### config.mk
export PLATFORM = sky130hd
export DESIGN_NAME = alpha_bounding_box_unit
export DESIGN_NICKNAME = d
export VERILOG_FILES = /design/src/hw/rtl/abb_pkg.sv /design/src/hw/rtl/alpha_bounding_box_unit.sv /design/src/hw/rtl/abb_extent.sv
export SDC_FILE = /design/constraint.sdc
export NUM_CORES = 1
export LEC_CHECK = 0
export BUFFER_PORTS_ARGS = -buffer_cell sky130_fd_sc_hd__buf_2
export CAP_MARGIN = 20
export CORE_MARGIN = 8
export CORE_UTILIZATION = 50
export DETAILED_ROUTE_END_ITERATION = 12
export GPL_TIMING_DRIVEN = 0
export PLACE_DENSITY = 0.69
export SLEW_MARGIN = 20
export SYNTH_ARGS = -nofsm -noshare
export SYNTH_HDL_FRONTEND = slang
export SYNTH_SLANG_ARGS = --single-unit
### constraint.sdc
create_clock -name i_clk -period 18.45 [get_ports i_clk]
set_input_delay 3.69 -clock i_clk [delete_from_list [all_inputs] [get_ports i_clk]]
set_output_delay 3.69 -clock i_clk [all_outputs]
set_load 0.02 [all_outputs]
### src/hw/rtl/abb_pkg.sv
// abb_pkg: shared types and constants for the alpha bounding box unit
// no dependencies; used by abb_extent and alpha_bounding_box_unit
package abb_pkg;

    localparam int ALPHA_W = 8;
    localparam int REG_W   = 13;
    localparam int OUT_W   = 13;
    localparam int CFG_IDX_W = 1;

    localparam logic [REG_W-1:0] DIM_RESET = REG_W'(256);

    typedef enum logic [CFG_IDX_W-1:0] {
        CFG_IMAGE_WIDTH  = 1'b0,
        CFG_IMAGE_HEIGHT = 1'b1
    } t_cfg_idx;

    typedef struct packed {
        logic [OUT_W-1:0] top;
        logic [OUT_W-1:0] left;
        logic [OUT_W-1:0] right;
        logic [OUT_W-1:0] bottom;
    } t_box;

endpackage

### src/hw/rtl/alpha_bounding_box_unit.sv
// alpha_bounding_box_unit: top level of the nonzero-alpha bounding box unit
// depends on abb_pkg and abb_extent
//
// usage
//   input channel: one alpha byte per beat, pixels in raster order (left to
//   right, then top to bottom); a beat is taken when i_in_valid is high and
//   o_in_stall is low
//   output channel: one beat per frame, carrying top, left, exclusive right
//   and exclusive bottom of the box round every pixel with nonzero alpha;
//   an empty frame gives top = bottom = height and left = right = width
//   config: i_cfg_we writes i_cfg_data into width (index 0) or height
//   (index 1); zero reads as 1, values above MAX_DIM as MAX_DIM
//   throughput: one pixel per clock while o_in_stall is low, set by the single extent update stage
//   pipeline: two register stages (input register, then result register);
//   the result register takes the box when the last pixel leaves the input register
//   reset: width and height go to 256, position and extent are cleared,
//   the output register is emptied
//   stall: the result register holds its beat while i_out_stall is high;
//   only a pending last pixel of the next frame waits on it, and o_in_stall
//   rises only in that case
module alpha_bounding_box_unit #(
    parameter int MAX_DIM = 4096
) (
    input  logic                          i_clk,
    input  logic                          i_rst_n,
    // configuration write port
    input  logic                          i_cfg_we,
    input  logic [abb_pkg::CFG_IDX_W-1:0] i_cfg_index,
    input  logic [abb_pkg::REG_W-1:0]     i_cfg_data,
    // pixel input
    input  logic                          i_in_valid,
    output logic                          o_in_stall,
    input  logic [abb_pkg::ALPHA_W-1:0]   i_alpha,
    // box output
    output logic                          o_out_valid,
    input  logic                          i_out_stall,
    output logic [abb_pkg::OUT_W-1:0]     o_box_top,
    output logic [abb_pkg::OUT_W-1:0]     o_box_left,
    output logic [abb_pkg::OUT_W-1:0]     o_box_right,
    output logic [abb_pkg::OUT_W-1:0]     o_box_bottom
);

    // config registers
    logic [abb_pkg::REG_W-1:0] r_image_width;
    logic [abb_pkg::REG_W-1:0] r_image_height;

    // input register
    logic                        r_in_valid;
    logic [abb_pkg::ALPHA_W-1:0] r_alpha;

    // result register
    logic          r_out_valid;
    abb_pkg::t_box r_box;

    logic          frame_end;
    abb_pkg::t_box box;
    logic          hold;
    logic          step;

    always_ff @(posedge i_clk) begin
        if (!i_rst_n) begin
            r_image_width  <= abb_pkg::DIM_RESET;
            r_image_height <= abb_pkg::DIM_RESET;
        end else if (i_cfg_we) begin
            unique case (abb_pkg::t_cfg_idx'(i_cfg_index))
                abb_pkg::CFG_IMAGE_WIDTH: begin
                    r_image_width <= i_cfg_data;
                end
                abb_pkg::CFG_IMAGE_HEIGHT: begin
                    r_image_height <= i_cfg_data;
                end
                default: begin
                end
            endcase
        end
    end

    // the staged pixel waits only if it closes a frame and the result
    // register is full and stalled
    assign hold       = r_in_valid && frame_end && r_out_valid && i_out_stall;
    assign step       = r_in_valid && !hold;
    assign o_in_stall = hold;

    always_ff @(posedge i_clk) begin
        if (!i_rst_n) begin
            r_in_valid <= 1'b0;
        end else if (!hold) begin
            r_in_valid <= i_in_valid;
        end
    end

    always_ff @(posedge i_clk) begin
        if (!hold && i_in_valid) begin
            r_alpha <= i_alpha;
        end
    end

    abb_extent #(
        .MAX_DIM (MAX_DIM)
    ) u_extent (
        .i_clk       (i_clk),
        .i_rst_n     (i_rst_n),
        .i_step      (step),
        .i_alpha     (r_alpha),
        .i_width     (r_image_width),
        .i_height    (r_image_height),
        .o_frame_end (frame_end),
        .o_box       (box)
    );

    // result register: loads on the frame's last pixel, drains when taken
    always_ff @(posedge i_clk) begin
        if (!i_rst_n) begin
            r_out_valid <= 1'b0;
        end else if (step && frame_end) begin
            r_out_valid <= 1'b1;
        end else if (!i_out_stall) begin
            r_out_valid <= 1'b0;
        end
    end

    always_ff @(posedge i_clk) begin
        if (step && frame_end) begin
            r_box <= box;
        end
    end

    assign o_out_valid  = r_out_valid;
    assign o_box_top    = r_box.top;
    assign o_box_left   = r_box.left;
    assign o_box_right  = r_box.right;
    assign o_box_bottom = r_box.bottom;

endmodule

### src/hw/rtl/abb_extent.sv
// abb_extent: raster position counters and running extent of nonzero alpha
// depends on abb_pkg
module abb_extent #(
    parameter int MAX_DIM = 4096
) (
    input  logic                        i_clk,
    input  logic                        i_rst_n,
    input  logic                        i_step,
    input  logic [abb_pkg::ALPHA_W-1:0] i_alpha,
    input  logic [abb_pkg::REG_W-1:0]   i_width,
    input  logic [abb_pkg::REG_W-1:0]   i_height,
    output logic                        o_frame_end,
    output abb_pkg::t_box               o_box
);

    localparam int CW = (MAX_DIM > 2) ? $clog2(MAX_DIM) : 1;
    localparam int XW = (CW + 1 > abb_pkg::REG_W) ? CW + 1 : abb_pkg::REG_W;
    localparam logic [XW-1:0] DIM_MAX = XW'(MAX_DIM);

    logic [CW-1:0] r_col, n_col;
    logic [CW-1:0] r_row, n_row;
    logic [CW-1:0] r_min_col, n_min_col;
    logic [CW-1:0] r_max_col, n_max_col;
    logic [CW-1:0] r_min_row, n_min_row;
    logic [CW-1:0] r_max_row, n_max_row;
    logic          r_seen, n_seen;

    logic [XW-1:0] w_x, h_x;
    logic          row_end;
    logic          frame_end;
    logic [XW-1:0] top_x, left_x, right_x, bottom_x;

    // clamp dimensions to 1..MAX_DIM
    always_comb begin
        w_x = XW'(i_width);
        h_x = XW'(i_height);
        if (w_x == '0) begin
            w_x = XW'(1);
        end else if (w_x > DIM_MAX) begin
            w_x = DIM_MAX;
        end
        if (h_x == '0) begin
            h_x = XW'(1);
        end else if (h_x > DIM_MAX) begin
            h_x = DIM_MAX;
        end
    end

    assign row_end   = XW'(r_col) >= (w_x - XW'(1));
    assign frame_end = row_end && (XW'(r_row) >= (h_x - XW'(1)));
    assign o_frame_end = frame_end;

    // extent after this pixel
    always_comb begin
        n_min_col = r_min_col;
        n_max_col = r_max_col;
        n_min_row = r_min_row;
        n_max_row = r_max_row;
        n_seen    = r_seen;
        if (i_alpha != '0) begin
            n_seen = 1'b1;
            if (!r_seen) begin
                n_min_col = r_col;
                n_max_col = r_col;
                n_min_row = r_row;
                n_max_row = r_row;
            end else begin
                if (r_col < r_min_col) begin
                    n_min_col = r_col;
                end
                if (r_col > r_max_col) begin
                    n_max_col = r_col;
                end
                if (r_row < r_min_row) begin
                    n_min_row = r_row;
                end
                if (r_row > r_max_row) begin
                    n_max_row = r_row;
                end
            end
        end
        if (row_end) begin
            n_col = '0;
            n_row = r_row + CW'(1);
        end else begin
            n_col = r_col + CW'(1);
            n_row = r_row;
        end
    end

    // box as seen at the frame's last pixel
    always_comb begin
        if (n_seen) begin
            top_x    = XW'(n_min_row);
            left_x   = XW'(n_min_col);
            right_x  = XW'(n_max_col) + XW'(1);
            bottom_x = XW'(n_max_row) + XW'(1);
        end else begin
            top_x    = h_x;
            left_x   = w_x;
            right_x  = w_x;
            bottom_x = h_x;
        end
        o_box.top    = top_x[abb_pkg::OUT_W-1:0];
        o_box.left   = left_x[abb_pkg::OUT_W-1:0];
        o_box.right  = right_x[abb_pkg::OUT_W-1:0];
        o_box.bottom = bottom_x[abb_pkg::OUT_W-1:0];
    end

    always_ff @(posedge i_clk) begin
        if (!i_rst_n) begin
            r_col     <= '0;
            r_row     <= '0;
            r_min_col <= '0;
            r_max_col <= '0;
            r_min_row <= '0;
            r_max_row <= '0;
            r_seen    <= 1'b0;
        end else if (i_step) begin
            if (frame_end) begin
                r_col     <= '0;
                r_row     <= '0;
                r_min_col <= '0;
                r_max_col <= '0;
                r_min_row <= '0;
                r_max_row <= '0;
                r_seen    <= 1'b0;
            end else begin
                r_col     <= n_col;
                r_row     <= n_row;
                r_min_col <= n_min_col;
                r_max_col <= n_max_col;
                r_min_row <= n_min_row;
                r_max_row <= n_max_row;
                r_seen    <= n_seen;
            end
        end
    end

endmodule
# Word-level counts from Yosys, hierarchy flattened
# Cells that the tools add are included.
[word_totals]
reg_bits = 161
output_inout_bits = 54
wordCells = 81
[op_classes]
addsub = 6
order_cmp = 8
n_eq_ne = 1
n_mux = 32
bitwise = 1
reduce_logical = 15
[ops]
columns = ["cell", "count"]
rows = [
  ["$mux 12", 22],
  ["$mux 13", 6],
  ["$add 12x1->13 const B", 2],
  ["$ge 12x13->1", 2],
  ["$gt 13x13->1 const B", 2],
  ["$logic_not 13->1", 2],
  ["$sub 13x1->13 const B", 2],
  ["$add 12x1->12 const B", 2],
  ["$gt 12x12->1", 2],
  ["$lt 12x12->1", 2],
  ["$reduce_bool 8->1", 1],
  ["$logic_and 1x1->1", 7],
  ["$reduce_and 2->1", 3],
  ["$mux 1", 4],
  ["$ne 2x1->1 const B", 1],
  ["$reduce_bool 2->1", 1],
  ["$logic_not 1->1", 1],
  ["$not 1->1", 1],
]

# Depth between registers and ports, before layout
[logic_depth]
word_depth = 13
ltp_mapped = 22

# Modules after synthesis
# Synthesis repeated with hierarchy kept, for this count alone.
[hier_totals]
hier_cells = 1123
hier_area_um2 = 9913.3
[modules_own_cells]
columns = ["mod", "n_inst", "cells_per_inst", "area_per_inst_um2"]
rows = [
  ["abb_extent", 1, 937, 7053.0],
  ["alpha_bounding_box_unit", 1, 186, 2860.2],
]

# Least setup slack after synthesis
# Ideal clock, no wire load.
[synth_path]
path_type = "in2reg"
start = "input port i_out_stall"
end = "register u_extent.r_row[0]"
arrival_time_ns = 9.652
required_time_ns = 18.318
setup_slack_ns = 8.666
path_stages = 6
n_path_buf = 1
path_cell_list = "nand2_1 > nand2_1 > nor4_1 > nand2b_1 > clkbuf_1 > a21oi_1"
[synth_via]
elab_chain_cells = 4
[synth_lines]
columns = ["element", "line", "source"]
rows = [
  ["start: declaration", "alpha_bounding_box_unit.sv:36", "input logic i_out_stall,"],
  ["$logic_and 1x1->1", "alpha_bounding_box_unit.sv:80", "assign hold = r_in_valid && frame_end && r_out_valid && i_out_stall;"],
  ["$logic_not 1->1", "alpha_bounding_box_unit.sv:81", "assign step = r_in_valid && !hold;"],
  ["$logic_and 1x1->1", "alpha_bounding_box_unit.sv:81", ""],
  ["$reduce_and 2->1 (no line)", "-", ""],
  ["end signal: assignment", "abb_extent.sv:130", "r_row <= n_row;"],
  ["end: declaration", "abb_extent.sv:21", "logic [CW-1:0] r_row, n_row;"],
]
# Every way passes these cells.
# A chain may end at the register's enable or synchronous reset.

# Final worst setup path
[layout_path]
start = "register r_image_height[6] (netlist bit)"
end = "output port o_in_stall"
[layout_via]
elab_chain_cells = 9
[layout_lines]
columns = ["element", "line", "source"]
rows = [
  ["start: declaration", "alpha_bounding_box_unit.sv:45", "logic [abb_pkg::REG_W-1:0] r_image_height;"],
  ["start signal: assignment", "alpha_bounding_box_unit.sv:63", "r_image_height <= abb_pkg::DIM_RESET;"],
  ["start signal: assignment", "alpha_bounding_box_unit.sv:70", "r_image_height <= i_cfg_data;"],
  ["$gt 13x13->1", "abb_extent.sv:44", "end else if (h_x > DIM_MAX) begin"],
  ["$mux 13", "abb_extent.sv:44", ""],
  ["$mux 13 *", "abb_extent.sv:42", "if (h_x == '0) begin"],
  ["$sub 13x1->13 *", "abb_extent.sv:50", "assign frame_end = row_end && (XW'(r_row) >= (h_x - XW'(1)));"],
  ["$ge 12x13->1 *", "abb_extent.sv:50", ""],
  ["$logic_and 1x1->1 *", "abb_extent.sv:50", ""],
  ["$logic_and 1x1->1 * (3 in series)", "alpha_bounding_box_unit.sv:80", ""],
  ["end: declaration", "alpha_bounding_box_unit.sv:32", "output logic o_in_stall,"],
]
# Mark *: on every way between the ends. The rest lies on a longest branch, timed or not.

==> run metrics <==
outcome=finished clean; post-route setup slack=9.37 ns; CP max-delay cell=or4_4; H-tree level count=4; Simple-Gate Fraction of Synth Area=0.181; initial antenna violation count=1; yosys warns=0; Final Power=805 uW; worst setup path start=r_image_height[6]$_SDFFE_PN0P_; DP Area=10,200 sq um; Worst path max stage delay=0.59 ns; Worst setup SP type=register; Core Footprint=18,600 sq um; vias in the first global route=7,919; min-delay worst type=register to register; Final nets=1,260; die height=154 um; CTS clk-pin slew, worst paths=0.07 ns; Total Neg Setup Slack=0 ns; first-pass detailed-route iteration total=5; GRT Overall Usage=0.232; post-DR vias/cell=6.01; sw frac=0.255; combinational family with the most area after synthesis=compound AO/OA/AOI/OAI gates; total grt overflow=0; Synth Area in Adders=0.100; Clock Tree Buf Depth=2; placed cell count=1,372; Starting Density=0.508; post-DR wirelength/cell=19.5 um; reg-to-reg startpoint=r_image_height[6]$_SDFFE_PN0P_; # diodes=0; Setup Fix Bufs, Post-CTS=0; Die Wd=154 um; Worst-Skew Late Latency=0.44 ns; Compound-Gate Fraction of Synth Area=0.215; Top FF cell, synth=dfxtp_1; skew final=0.0102 ns; crit path capture type=output port; Slew headroom=0.249; Mapped Avg Cell Area=9.01 sq um; layout cells sized above 1=0.140; final hold viol count=0; drt total wl=27,400 um; Finished Cell Area=10,800 sq um; net load switching power=205 uW; crit path time final=9.08 ns; post-synthesis sequential area ratio=0.404; CTS tree=done; ys async rst share=0; Post-synth EDFFs=60; Core Rows=50; synthesized area=9470 sq um; maximum capacitance violations=0; Antenna Nets Post-Route=0; worst path bufs/invs=3; Distinct cells, synth=69; Max Clk Rate=110 MHz; CTS root buf=clkbuf_16; VDD IR-drop max=0.0714 mV; routability congestion estimate=0.948; Synth Register Bits=161; combinational share of power=0.098; Top Ports=81; fin crit share=0.492; critical path cell sequence=or4_4 > nor3_4 > a21oi_1 > or2_2 > ha_1 > clkbuf_1 > and2_1 > a21oi_1 > o22ai_1 > ha_1 > a21o_1 > a21oi_1 > o211ai_1 > o221ai_2 > or2_2 > buf_2 > nor3_1 > and3_1 > buf_2; Reg power frac=0.469; crit-path max FO=8; Cell Int Power=600 uW; # setup viols final=0; Cells after Synth=1,051; RSZ-0062 raised after global routing=false; XOR/XNOR Fraction of Synth Area=0.0277; Arrival @ worst endpoint=5.39 ns; largest net degree at the start of global routing=17; IO Port Bufs=79; hold path cells=1; number of DRC markers in iteration 0=716; critical path depth=19; CP delay by family, top=simple AND/OR/NAND/NOR gates; post-CTS sizing=0; Post-DP HPWL=20,800 um; Syn Nets=1,154; R2R cell count=22; Area growth syn-to-layout=13.8%; CP most frequent cell=a21oi_1; die area=23,600 sq um; proportion of synthesized area in mux cells=0.0230; Leak=4.26 nW; critical path required time=14.76 ns; # DRC=0; hold path start=u_extent.r_max_row[4]$_SDFFE_PN0P_; dpl ws=9.92 ns; first-pass GRT wire length=43,100 um; measured slew at the worst slew-check pin=1.12 ns; CTS sink cnt=161; critical path class=register to output port; Num CTS Buffers=17; # hold bufs at CTS=0; Clock Power Share=0.433; fin. max-slew vios=0; Layout Cells excl Fill=1,404; pwr dens=74.7 nW/um^2; vias post-DR=8,435
synth_stat cells, types with 7 or more instances:
master	instances	area, sq um
buf_2	14	70.1
clkbuf_1	40	150
nor3_1	13	65.1
nand3_1	31	155
nand4_1	18	113
or3_1	17	106
nand2b_1	9	56.3
xor2_1	9	78.8
a21boi_0	30	225
dfxtp_1	101	2020
nor2_1	64	240
a21oi_1	65	325
mux2i_1	15	150
and3_1	8	50.1
o31ai_1	7	52.6
nor2b_1	9	56.3
o211ai_1	11	82.6
ha_1	76	951
xnor2_1	21	184
a22o_1	34	298
o221ai_1	8	70.1
o21ai_0	55	275
or4_1	10	75.1
edfxtp_1	60	1800
nand2_1	141	529
o221a_2	9	101
inv_1	62	233
a21o_1	24	180
power by group through the flow:
stage / clock, mW / combinational (mW) / sequential [mW]
3_3_place_gp: 0 / 0.0769 / 0.385
2_1_floorplan: 0 / 0.0567 / 0.383
4_1_cts: 0.349 / 0.0783 / 0.377
3_5_place_dp: 0 / 0.0779 / 0.385
6_report: 0.349 / 0.0789 / 0.377
5_1_grt: 0.365 / 0.0874 / 0.378
cell type report:
class                   instances  area, sq um
multi-input cells             771         5180
repair buffers                 87          440
well taps                     234          293
fillers                      1665         7860
clock buffers                  18          429
flip-flops and latches        161         3820
inverters                      63          236
plain buffers                  56          231
clock inverters                14          143
cells in the final DEF (no fill, tap or decap), drive strengths merged, types with 11 or more instances in the layout:
cell      n
nand2   141
buf     103
dfxtp   101
ha       76
a21oi    65
nor2     64
inv      62
edfxtp   60
clkbuf   58
o21ai    55
a22o     34
nand3    32
a21boi   31
a21o     24
xnor2    21
nand4    18
or3      17
mux2i    15
nor3     15
o211ai   11
or4      11
cells by family (layout without fill, tap and decap cells):
family | after synthesis | after routing
AND/OR/NAND/NOR | 353 | 353
flip-flops | 161 | 161
buffers and inverters | 119 | 238
AO/OA/AOI/OAI | 291 | 291
adder cells (fa/ha/maj) | 76 | 76
XOR/XNOR | 30 | 30
multiplexers | 21 | 21
state kept, by name (all words and copies together), names as in the netlist:
signal / count
u_extent.r_max_col: 12
u_extent.r_col: 12
u_extent.r_seen: 1
o_box_left: 13
r_in_valid: 1
o_out_valid: 1
o_box_top: 13
u_extent.r_min_col: 12
r_alpha: 8
u_extent.r_row: 12
r_image_width: 13
o_box_right: 13
o_box_bottom: 13
u_extent.r_min_row: 12
r_image_height: 13
u_extent.r_max_row: 12
metrics by stage:
step                       util  hold slack (ns)
after floorplan               -            0.432
after global placement    0.545            0.448
after detailed placement  0.548            0.448
after CTS                 0.578            0.469
after global routing      0.578            0.484
final                     0.578            0.473
routing by layer:
metal  vias to the layer above  GRT usage  wire length (um)
met5                         -          0                13
met4                         2     0.0961               759
met3                        57     0.0628              2310
met2                       341      0.341             11700
met1                      3977      0.316             12600
li1                       4058          -                 -
final timing paths:
kind                                         to  slack, ns
max                                  o_in_stall       9.37
min          u_extent.r_max_row[4]$_SDFFE_PN0P_       0.47
max reg2reg            o_box_right[0]$_DFFE_PP_      12.12
min reg2reg  u_extent.r_max_row[4]$_SDFFE_PN0P_       0.47
Note: power is estimated with default switching activity, not from simulation.
